$ cat config.mk
export PLATFORM = sky130hd
export DESIGN_NAME = multilevel_priority_ready_queue
export DESIGN_NICKNAME = d
export VERILOG_FILES = /design/src/rtl/core/mprq_pkg.sv /design/src/rtl/core/multilevel_priority_ready_queue.sv
export SDC_FILE = /design/constraint.sdc
export NUM_CORES = 1
export LEC_CHECK = 0
export ABC_CLOCK_PERIOD_IN_PS = 3310
export BUFFER_PORTS_ARGS = -buffer_cell sky130_fd_sc_hd__buf_2
export CAP_MARGIN = 5
export CORE_AREA = 2 2 222 279
export DETAILED_ROUTE_END_ITERATION = 10
export DIE_AREA = 0 0 224 281
export HOLD_SLACK_MARGIN = 0.1
export PLACE_DENSITY = 0.73
export SLEW_MARGIN = 5
export SYNTH_ARGS = -nofsm -noshare
export SYNTH_HDL_FRONTEND = slang
export SYNTH_SLANG_ARGS = --single-unit
$ cat constraint.sdc
create_clock -name i_clk -period 3.31 [get_ports i_clk]
set_clock_uncertainty 0.1 [all_clocks]
set_input_delay 0.1655 -clock i_clk [delete_from_list [all_inputs] [get_ports i_clk]]
set_output_delay 0.1655 -clock i_clk [all_outputs]
set_load 0.02 [all_outputs]
$ cat src/rtl/core/mprq_pkg.sv
// Package for the multilevel priority ready queue.
// Holds sizing constants, command and outcome codes, state encoding and payload types.
// Depends on nothing.
package mprq_pkg;

    localparam int NUM_LEVELS = 4;
    localparam int MAX_PROCS  = 32;

    localparam int ID_W    = 5;
    localparam int ID_SPACE = 1 << ID_W;
    localparam int CMD_W   = 2;
    localparam int PRIO_W  = 2;
    localparam int OUT_W   = 3;
    localparam int TICKS_W = 16;

    localparam int LVL_W = (NUM_LEVELS > 1) ? $clog2(NUM_LEVELS) : 1;
    localparam int POS_W = $clog2(MAX_PROCS);
    localparam int CNT_W = $clog2(MAX_PROCS + 1);

    localparam logic [TICKS_W-1:0] QUANTUM_RESET = TICKS_W'(10);

    localparam logic [CMD_W-1:0] CMD_SCHEDULE = 2'd0;
    localparam logic [CMD_W-1:0] CMD_DISPATCH = 2'd1;
    localparam logic [CMD_W-1:0] CMD_KILL     = 2'd2;

    localparam logic [OUT_W-1:0] OUT_QUEUED     = 3'd0;
    localparam logic [OUT_W-1:0] OUT_ZOMBIFIED  = 3'd1;
    localparam logic [OUT_W-1:0] OUT_DISPATCHED = 3'd2;
    localparam logic [OUT_W-1:0] OUT_LEVEL_FULL = 3'd3;
    localparam logic [OUT_W-1:0] OUT_NONE_READY = 3'd4;
    localparam logic [OUT_W-1:0] OUT_KILL_MARKED = 3'd5;

    typedef enum logic [1:0] {
        ST_IDLE,
        ST_EXEC,
        ST_READ
    } t_state;

    typedef struct packed {
        logic [CMD_W-1:0]  cmd;
        logic [ID_W-1:0]   proc_id;
        logic [PRIO_W-1:0] prio_level;
        logic              arrives_killed;
    } t_in_item;

    typedef struct packed {
        logic [OUT_W-1:0]   outcome;
        logic [ID_W-1:0]    out_id;
        logic [TICKS_W-1:0] granted_ticks;
        logic               last;
    } t_out_item;

endpackage

$ cat src/rtl/core/multilevel_priority_ready_queue.sv
// Top level of the multilevel priority ready queue scheduler.
// Keeps one FIFO of process ids per priority level in a synchronous slot memory.
// Depends on mprq_pkg.
//
// Channel   Direction  Signals                              Transaction when
// input     in         i_in_valid, o_in_stall, i_in_data    i_in_valid && !o_in_stall
// output    out        o_out_valid, i_out_stall, o_out_data o_out_valid && !i_out_stall
// config    in         i_cfg_we, i_cfg_data                 i_cfg_we
//
// A transaction is executed in the cycle after it is taken. A dispatch reads the head of
// the lowest-numbered nonempty level from the slot memory and then checks its kill mark;
// a killed entry gives a zombified result and the dispatch goes on with the next one, and
// a dispatch that finds no entry ends with a none-ready result.
// Reset is synchronous and clears the level pointers, counts, kill marks and control.
// A stalled result holds the sequencer, which accepts no new transaction until it is idle again.
module multilevel_priority_ready_queue (
    input  logic                              i_clk,
    input  logic                              i_rst_n,
    input  logic                              i_in_valid,
    output logic                              o_in_stall,
    input  mprq_pkg::t_in_item                i_in_data,
    output logic                              o_out_valid,
    input  logic                              i_out_stall,
    output mprq_pkg::t_out_item               o_out_data,
    input  logic                              i_cfg_we,
    input  logic [mprq_pkg::TICKS_W-1:0]      i_cfg_data
);
    import mprq_pkg::*;

    t_state r_state, n_state;
    t_in_item r_item;
    logic [TICKS_W-1:0] r_quantum;

    logic [POS_W-1:0] r_head [NUM_LEVELS];
    logic [POS_W-1:0] r_tail [NUM_LEVELS];
    logic [CNT_W-1:0] r_count [NUM_LEVELS];
    logic [ID_SPACE-1:0] r_killed;

    logic [ID_W-1:0] r_slot_mem [NUM_LEVELS][MAX_PROCS];
    logic [ID_W-1:0] r_rd_data;

    logic r_out_valid;
    t_out_item r_out;

    logic out_free;
    logic in_take;
    logic [LVL_W-1:0] lvl;
    logic level_full;
    logic found;
    logic [LVL_W-1:0] sel;
    logic got_killed;

    logic emit;
    t_out_item emit_data;
    logic wr_en;
    logic rd_en;
    logic set_kill;
    logic clr_kill_item;
    logic clr_kill_got;

    assign out_free = !r_out_valid || !i_out_stall;
    assign in_take = i_in_valid && !o_in_stall;
    assign o_in_stall = (r_state != ST_IDLE);
    assign o_out_valid = r_out_valid;
    assign o_out_data = r_out;

    assign lvl = (int'(r_item.prio_level) >= NUM_LEVELS) ? LVL_W'(NUM_LEVELS - 1)
                                                          : LVL_W'(r_item.prio_level);
    assign level_full = (int'(r_count[lvl]) >= MAX_PROCS);
    assign got_killed = r_killed[r_rd_data];

    always_comb begin
        found = 1'b0;
        sel = '0;
        for (int i = NUM_LEVELS - 1; i >= 0; i--) begin
            if (r_count[i] != '0) begin
                found = 1'b1;
                sel = LVL_W'(i);
            end
        end
    end

    always_comb begin
        n_state = r_state;
        case (r_state)
            ST_IDLE: begin
                if (in_take) begin
                    n_state = ST_EXEC;
                end
            end
            ST_EXEC: begin
                if (r_item.cmd == CMD_DISPATCH) begin
                    if (found) begin
                        n_state = ST_READ;
                    end else if (out_free) begin
                        n_state = ST_IDLE;
                    end
                end else if (r_item.cmd == CMD_SCHEDULE || r_item.cmd == CMD_KILL) begin
                    if (out_free) begin
                        n_state = ST_IDLE;
                    end
                end else begin
                    n_state = ST_IDLE;
                end
            end
            ST_READ: begin
                if (out_free) begin
                    n_state = got_killed ? ST_EXEC : ST_IDLE;
                end
            end
            default: begin
                n_state = ST_IDLE;
            end
        endcase
    end

    always_comb begin
        emit = 1'b0;
        emit_data = '0;
        wr_en = 1'b0;
        rd_en = 1'b0;
        set_kill = 1'b0;
        clr_kill_item = 1'b0;
        clr_kill_got = 1'b0;
        case (r_state)
            ST_EXEC: begin
                emit_data.out_id = r_item.proc_id;
                emit_data.last = 1'b1;
                if (r_item.cmd == CMD_SCHEDULE) begin
                    emit = out_free;
                    if (r_item.arrives_killed) begin
                        emit_data.outcome = OUT_ZOMBIFIED;
                    end else if (level_full) begin
                        emit_data.outcome = OUT_LEVEL_FULL;
                    end else begin
                        emit_data.outcome = OUT_QUEUED;
                        wr_en = out_free;
                        clr_kill_item = out_free;
                    end
                end else if (r_item.cmd == CMD_KILL) begin
                    emit = out_free;
                    emit_data.outcome = OUT_KILL_MARKED;
                    set_kill = out_free;
                end else if (r_item.cmd == CMD_DISPATCH) begin
                    if (found) begin
                        rd_en = 1'b1;
                    end else begin
                        emit = out_free;
                        emit_data.outcome = OUT_NONE_READY;
                        emit_data.out_id = '0;
                    end
                end
            end
            ST_READ: begin
                emit = out_free;
                emit_data.out_id = r_rd_data;
                if (got_killed) begin
                    emit_data.outcome = OUT_ZOMBIFIED;
                    emit_data.last = 1'b0;
                    clr_kill_got = out_free;
                end else begin
                    emit_data.outcome = OUT_DISPATCHED;
                    emit_data.granted_ticks = r_quantum;
                    emit_data.last = 1'b1;
                end
            end
            default: begin
                emit = 1'b0;
            end
        endcase
    end

    always_ff @(posedge i_clk) begin
        if (wr_en) begin
            r_slot_mem[lvl][r_tail[lvl]] <= r_item.proc_id;
        end
        if (rd_en) begin
            r_rd_data <= r_slot_mem[sel][r_head[sel]];
        end
        if (in_take) begin
            r_item <= i_in_data;
        end
        if (emit) begin
            r_out <= emit_data;
        end
    end

    always_ff @(posedge i_clk) begin
        if (!i_rst_n) begin
            r_state <= ST_IDLE;
            r_out_valid <= 1'b0;
            r_quantum <= QUANTUM_RESET;
            r_killed <= '0;
            for (int i = 0; i < NUM_LEVELS; i++) begin
                r_head[i] <= '0;
                r_tail[i] <= '0;
                r_count[i] <= '0;
            end
        end else begin
            r_state <= n_state;
            if (emit) begin
                r_out_valid <= 1'b1;
            end else if (!i_out_stall) begin
                r_out_valid <= 1'b0;
            end
            if (i_cfg_we) begin
                r_quantum <= i_cfg_data;
            end
            if (set_kill) begin
                r_killed[r_item.proc_id] <= 1'b1;
            end
            if (clr_kill_item) begin
                r_killed[r_item.proc_id] <= 1'b0;
            end
            if (clr_kill_got) begin
                r_killed[r_rd_data] <= 1'b0;
            end
            if (wr_en) begin
                r_tail[lvl] <= (int'(r_tail[lvl]) == MAX_PROCS - 1) ? '0
                                                                     : r_tail[lvl] + 1'b1;
                r_count[lvl] <= r_count[lvl] + 1'b1;
            end
            if (rd_en) begin
                r_head[sel] <= (int'(r_head[sel]) == MAX_PROCS - 1) ? '0
                                                                     : r_head[sel] + 1'b1;
                r_count[sel] <= r_count[sel] - 1'b1;
            end
        end
    end

endmodule

==> flow_summary_export.csv, run 1 <==
group,metric,value,unit
clocking,clk_pin_slew,0.06,ns
worst_setup_path,required,3.68,ns
placed_design,postPlaceCellArea,36280,um2
run_status,status,"finished with violations",
logic_synthesis,syn_area_per_cell,13.70,um2
floorplan,num_rows,101,
run,cap_violations,0,
placed_design,pre_cts_ws,-0.5990,ns
grt,grt-ovfl-total,0,
sta,period_share,109.6,%
sta,tns,-6.142,ns
sta,rsz0062_at_grt,"true",
power,powerDensity,541.8,nW/um2
power,power,21950,uW
routing,drc,0,
worst_setup_path,critPathKind,"reg2reg",
run_status,violations,"negative setup slack",
logic_synthesis,syn_area,32870,um2
grt,antenna_found_initial,2,
logic_synthesis,ys_warn_count,0,
final_layout,final_area,40510,um2
routing,drt_iter0_drc,3390,
clocking,tritoncts,"built",
routing,postRouteAntennaNets,0,
clocking,cts.sinks,797,
worst_setup_path,start_kind,"flop",
logic_synthesis,syn-num-nets,2444,
routing,wire_per_inst,27.57,um
floorplan,die_w,224,um
routing,via_count,24040,
floorplan,start_util,54.52,%
sta,setup_viol,37,
clocking,htree_num_levels,3,
floorplan,fp.dieH,281,um
sta,final.setup.worst_slack,-0.3173,ns
routing,drtPass1Iterations,5,
power,vdd_drop_max,0.0004524,V
worst_setup_path,path_max_fanout,8,
logic_synthesis,synth_top_area_share,67.98,%
sta,report.final.slew_viol_count,0,
final_layout,fin_nets,2824,
sta,tightest_slew,1.046,ns
grt,track_usage,31.35,%
grt,grt_pass1_wl,146.5,mm
final_layout,drive_gt1_share,24.66,%
placed_design,place.gp.congestion,0.9321,
logic_synthesis,synth_top_cell_by_area,"edfxtp_1",
logic_synthesis,ys_types,76,
placed_design,io_buffers,57,
floorplan,coreArea,60280,um2
clocking,clockBufferDepth,3,
worst_setup_path,end_kind,"flop",
grt,grt_max_degree,130,
logic_synthesis,ys_seq_elements,797,
routing,wl,99.59,mm
hold_path,hp-class,"in2reg",
logic_synthesis,synth-edff-count,744,
sta,clock.fmax,275.7,MHz
logic_synthesis,synth-main-ff-cell,"edfxtp_1",
floorplan,die_area,62940,um2
sta,hold_viol,0,
sta,maxSlewHeadroom,29.73,%
floorplan,num_io_pins,58,
logic_synthesis,async_flop_share,0,%
grt,grt_pass1_vias,23950,
clocking,cts_buffers,76,
logic_synthesis,synth_cells,2399,
clocking,cts_root_buf,"clkbuf_16",
logic_synthesis,ys_seq_area_share,71.21,%
logic_synthesis,synth_area_leaders,"edfxtp_1 68%, nor2_1 3.6%, dfxtp_1 3.2%",
final_layout,fillCellCount,4003,
placed_design,place_hpwl,62.10,mm
final_layout,synthToLayoutAreaGrowth,23.25,%
sta,period_needed,3.627,ns
routing,avgViaCountPerCell,6.654,
worst_setup_path,arrival,4.00,ns
power,p_leak,0.01369,uW
clocking,clock_latency,0.64,ns
==> sequential cells by signal, summed over array words and instances (netlist names), named ones only <==
register	flops
r_tail	20
o_out_valid	1
r_head	20
r_item	8
r_state	2
lvl	2
r_quantum	16
r_slot_mem	640
r_killed	32
r_count	24
r_rd_data	5
o_out_data	25
==> area by class of cell <==
| cell class | instances | area, um2 | share of cell area, % |
|---|---|---|---|
| inverter | 37 | 146.4 | 0.3614 |
| antenna | 1 | 2.502 | 0.006178 |
| sequential | 797 | 23400 | 57.77 |
| timing repair buffer | 471 | 4071 | 10.05 |
| clock buffer | 94 | 2041 | 5.038 |
| clock inverter | 44 | 465.4 | 1.149 |
| tap | 772 | 965.9 | 2.385 |
| timing repair inverter | 2 | 17.52 | 0.04324 |
| multi-input combinational | 1394 | 9394 | 23.19 |
==> stage by stage <==
step                std cells  hold WS [ns]  util, %
floorplan                2399        0.1644        -
global placement         3391        0.2490    60.18
detailed placement       3391        0.2436    60.18
CTS                      3596        0.1356    66.21
global route             3611        0.1656    67.19
finish                   3612        0.1637    67.20
==> worst max-delay path, stage by stage, from the launching register on <==
cell	delay [ns]
edfxtp_1	0.39
or4_4	0.60
a211o_4	0.39
buf_6	0.15
a21oi_4	0.22
mux4_2	0.61
buf_12	0.19
buf_4	0.14
nor4_4	0.44
a211oi_4	0.06
o22ai_1	0.15
==> layer usage <==
layer  global-route usage, %  wire length [um]
met2                   51.44             47810
met1                   37.90             35050
met4                   20.92              7222
met5                       0                 0
met3                   6.053              9510
==> cells in the final DEF (no fill, tap or decap), types with 53 or more instances in the layout <==
| master | Yosys | layout |
|---|---|---|
| a21oi_1 | 109 | 104 |
| buf_2 | 31 | 57 |
| buf_4 | 1 | 313 |
| clkbuf_16 | 0 | 78 |
| dfxtp_1 | 53 | 53 |
| edfxtp_1 | 744 | 744 |
| mux2i_1 | 56 | 54 |
| nand2_1 | 126 | 113 |
| nor2_1 | 315 | 308 |
| nor3_1 | 77 | 67 |
| o21ai_0 | 65 | 53 |
| o221ai_1 | 108 | 101 |
| o22ai_1 | 147 | 144 |
==> path summary, 6_finish.rpt <==
check | startpoint | end | slack (ns) | cells after the start
setup / recovery | r_count[2][0] | r_rd_data[0] | -0.32 | 10
hold / removal | i_in_data[8] | r_item[8] | 0.16 | 2
setup reg to reg | r_count[2][0] | r_rd_data[0] | -0.32 | 10
hold reg to reg | r_quantum[15] | o_out_data[16] | 0.44 | 1
==> power breakdown <==
group | internal [uW] | switching, uW | total (uW) | leakage (uW)
Clock | 5090 | 3720 | 8820 | 0.00122
Combinational | 736 | 1190 | 1930 | 0.00528
Sequential | 11100 | 66.1 | 11200 | 0.00719
Total | 17000 | 4980 | 21900 | 0.0137
==> cell families after synthesis <==
family                     share of synthesized area (%)
muxes                                              3.556
DFF                                                71.21
adders and majority gates                         0.5330
xor gates and xnor gates                          0.2931
AOI/OAI and AO/OA                                  12.47
and+or+nand+nor                                    9.392
buffers and inverters                              2.551
==> Yosys cell counts, types with 22 or more instances <==
cell	count
o22ai_1	147
nor3_1	77
o221ai_1	108
nor2_1	315
clkbuf_1	117
edfxtp_1	744
nand2_1	126
buf_2	31
nor2b_1	27
a21oi_1	109
a22oi_1	30
and2_1	22
nand3_1	27
dfxtp_1	53
mux2i_1	56
o21ai_0	65
inv_1	36
==> repair_timing <==
item                                    4_1_cts  5_1_grt
endpoints found under the setup margin       43       50
setup buffers                                17       16
pin swaps                                    14       39
cloned                                        5        1
resized for setup                            97       94
hold buffers                                 45        0
endpoints found under the hold margin        85        0
No activity file was read; power rests on OpenSTA's default activity.
==> run 2, diff against run 1 <==
--- a/config.mk
+++ b/config.mk
@@ -5,12 +5,13 @@
 export SDC_FILE = /design/constraint.sdc
 export NUM_CORES = 1
 export LEC_CHECK = 0
+export ABC_AREA = 1
 export ABC_CLOCK_PERIOD_IN_PS = 3310
 export BUFFER_PORTS_ARGS = -buffer_cell sky130_fd_sc_hd__buf_2
 export CAP_MARGIN = 5
-export CORE_AREA = 2 2 222 279
+export CORE_AREA = 2 2 236 296
 export DETAILED_ROUTE_END_ITERATION = 10
-export DIE_AREA = 0 0 224 281
+export DIE_AREA = 0 0 238 298
 export HOLD_SLACK_MARGIN = 0.1
 export PLACE_DENSITY = 0.73
 export SLEW_MARGIN = 5
==> flow_summary_export.csv, run 2 <==
group,metric,value,unit
placed_design,io_buffers,57,
logic_synthesis,synth_compound_area_share,4.069,%
power,clockPowerShare,40.1,%
floorplan,num_rows,107,
sta,whs,0.1395,ns
final_layout,instances_no_fill,4805,
final_layout,layout_commonest_cell,"nand2_1",
routing,wire_per_inst,19.77,um
placed_design,place_hpwl,55.40,mm
sta,setup_viol,0,
routing,drt_iter0_drc,2836,
floorplan,fp.dieH,298,um
logic_synthesis,synth-main-ff-cell,"edfxtp_1",
sta,period_needed,3.154,ns
final_layout,drive_gt1_share,7.585,%
logic_synthesis,ys_seq_area_share,63.01,%
logic_synthesis,synth_area_leaders,"edfxtp_1 60%, nand2_1 9.3%, nand3_1 6.2%",
clocking,clockBufferDepth,3,
floorplan,start_util,54.61,%
logic_synthesis,synthMuxAreaShare,0.02695,%
worst_setup_path,start_kind,"flop",
logic_synthesis,synthAdderAreaFrac,0.4716,%
logic_synthesis,synth-edff-count,744,
clocking,cts_root_buf,"clkbuf_16",
logic_synthesis,netlist_top_cells_count,"919 x nand2_1, 744 x edfxtp_1, 525 x inv_1",
routing,drtPass1Iterations,6,
power,powerDensity,510.4,nW/um2
clocking,tritoncts,"built",
run,cap_violations,0,
power,p_switching,4958,uW
logic_synthesis,syn_area,37140,um2
hold_path,hp-class,"in2reg",
routing,via_count,27140,
grt,grt_max_degree,130,
sta,report.final.slew_viol_count,0,
worst_setup_path,arrival,3.56,ns
clocking,cts.sinks,797,
power,vdd_drop_max,0.0003987,V
routing,drc,0,
routing,postRouteAntennaNets,0,
power,power.internal,16350,uW
routing,wl,94.97,mm
routing,avgViaCountPerCell,5.649,
logic_synthesis,synth_cells,3791,
final_layout,synthToLayoutAreaGrowth,12.40,%
logic_synthesis,synth_top_area_share,60.15,%
clocking,clock_latency,0.64,ns
floorplan,num_io_pins,58,
final_layout,fin_nets,3920,
floorplan,coreArea,68010,um2
run_status,status,"finished, final reports clean",
placed_design,place.gp.congestion,0.8890,
logic_synthesis,synth_top_cell_by_area,"edfxtp_1",
grt,antenna_found_initial,4,
clocking,cts_buffers,77,
logic_synthesis,synth-simple-area-share,24.12,%
sta,maxSlewHeadroom,33.52,%
logic_synthesis,synth_top_family_by_area,"simple AND/OR/NAND/NOR gates",
sta,tightest_slew,0.9973,ns
worst_setup_path,critPathKind,"reg2reg",
logic_synthesis,ys_warn_count,0,
worst_setup_path,required,3.71,ns
grt,grt_pass1_wl,145.6,mm
power,seqPwrFrac,52.6,%
clocking,htree_num_levels,3,
grt,track_usage,26.50,%
worst_setup_path,path_max_fanout,46,
power,p_leak,0.01715,uW
power,p_comb_share,7.3,%
floorplan,die_area,70920,um2
final_layout,largest_reg_flops,640,
logic_synthesis,ys_types,48,
logic_synthesis,synth_most_common_cell,"nand2_1",
sta,clock.fmax,317.0,MHz
logic_synthesis,syn-num-nets,3836,
logic_synthesis,async_flop_share,0,%
clocking,clk_pin_slew,0.06,ns
final_layout,final_cell_mix,"914 x nand2_1, 744 x edfxtp_1, 524 x inv_1",
placed_design,dp.cells,4602,
sta,period_share,95.29,%
logic_synthesis,syn_area_per_cell,9.797,um2
worst_setup_path,end_kind,"flop",
logic_synthesis,yosys.area_share.xor_xnor,0.1179,%
floorplan,die_w,238,um
sta,hold_viol,0,
power,netSwitchingFraction,23.27,%
logic_synthesis,ys_seq_elements,797,
grt,grt_pass1_vias,26260,
grt,grt-ovfl-total,0,
[run 2: cell types whose count changed in the layout (fill, tap and decap cells not counted), sizes merged, moves of 27 or more]
cell / before / now
o22ai: 147 / 5
nand3: 27 / 457
inv: 42 / 540
nor3: 77 / 24
mux2i: 56 / 1
nand2: 126 / 924
a21oi: 110 / 67
nor2b: 27 / 0
o21ai: 66 / 111
buf: 424 / 150
nand3b: 5 / 236
o221ai: 109 / 0
[run 2: layout make-up]
class,instances,area [um2]
Inverter,542,2042
Fill cell,5363,26260
Tap cell,872,1091
Multi-Input combinational cell,2244,10780
Clock buffer,93,2007
Timing Repair Buffer,213,2038
Sequential cell,797,23400
Clock inverter,40,372.9
Antenna cell,4,10.01
[run 2: power by group through the flow]
stage | Sequential (uW) | Clock, uW | Combinational, uW
2_1_floorplan | 11500 | 0 | 778
3_3_place_gp | 11400 | 0 | 1430
3_5_place_dp | 11400 | 0 | 1450
4_1_cts | 11200 | 8610 | 1520
5_1_grt | 11200 | 8990 | 1680
6_report | 11200 | 8550 | 1560
[run 2: cells by family (layout without fill, tap and decap cells)]
logic type	Yosys count	count (layout)
XOR/XNOR	5	5
other	0	4
flip-flops	797	797
adder cells (fa/ha/maj)	14	14
multiplexers	1	1
buffers and inverters	750	888
AND/OR/NAND/NOR	1964	1964
AO/OA/AOI/OAI	260	260
[run 2: path summary, 6_finish.rpt]
kind | start | end | slack, ns | cells after the start
worst max-delay path | r_count[1][1] | r_rd_data[3] | 0.16 | 17
worst min-delay path | i_in_data[7] | r_item[7] | 0.14 | 2
worst max register to register | r_count[1][1] | r_rd_data[3] | 0.16 | 17
worst min register to register | r_state[0] | r_state[0] | 0.45 | 2
[run 2: critical path, cell delays in order (launching register included)]
cell and delay, ns:
edfxtp_1 0.41, or2_1 0.29, nor2_4 0.20, nand2_1 0.15, nor2_4 0.17, buf_12 0.18
buf_12 0.27, buf_4 0.24, nand3_1 0.12, o21ai_1 0.16, nand2_1 0.09, nand3_1 0.08
nand2_1 0.10, nand2_1 0.09, nand3_1 0.08, nand2_1 0.08, nand2_1 0.08, nand2_1 0.08
[run 2: through the flow]
| stage | instance area (um2) | setup WS, ns | TNS [ns] | total power (uW) | util, % |
|---|---|---|---|---|---|
| after floorplan | 37150 | -0.01950 | -0.05147 | 12280 | - |
| after global placement | 38640 | 0.1486 | 0 | 12840 | 56.82 |
| after detailed placement | 38640 | 0.1347 | 0 | 12860 | 56.82 |
| after CTS | 41630 | 0.09476 | 0 | 21320 | 61.21 |
| after global routing | 41750 | -0.004515 | -0.004515 | 21880 | 61.38 |
| final | 41750 | 0.1558 | 0 | 21310 | 61.38 |
[run 2: layer usage]
layer	wire length (um)	part of all wire (%)	track usage (%)
met1	35770	38	32.55
met4	4914	5.2	13.94
met2	47060	50	45.41
met5	0	0	0
met3	7227	7.6	3.854
[run 2: repair_timing]
action                                  4_1_cts  5_1_grt
hold buffers                                 61        0
endpoints found under the setup margin        0      171
gates resized for setup                       0        7
endpoints found under the hold margin        31        0
buffers inserted                              0        3
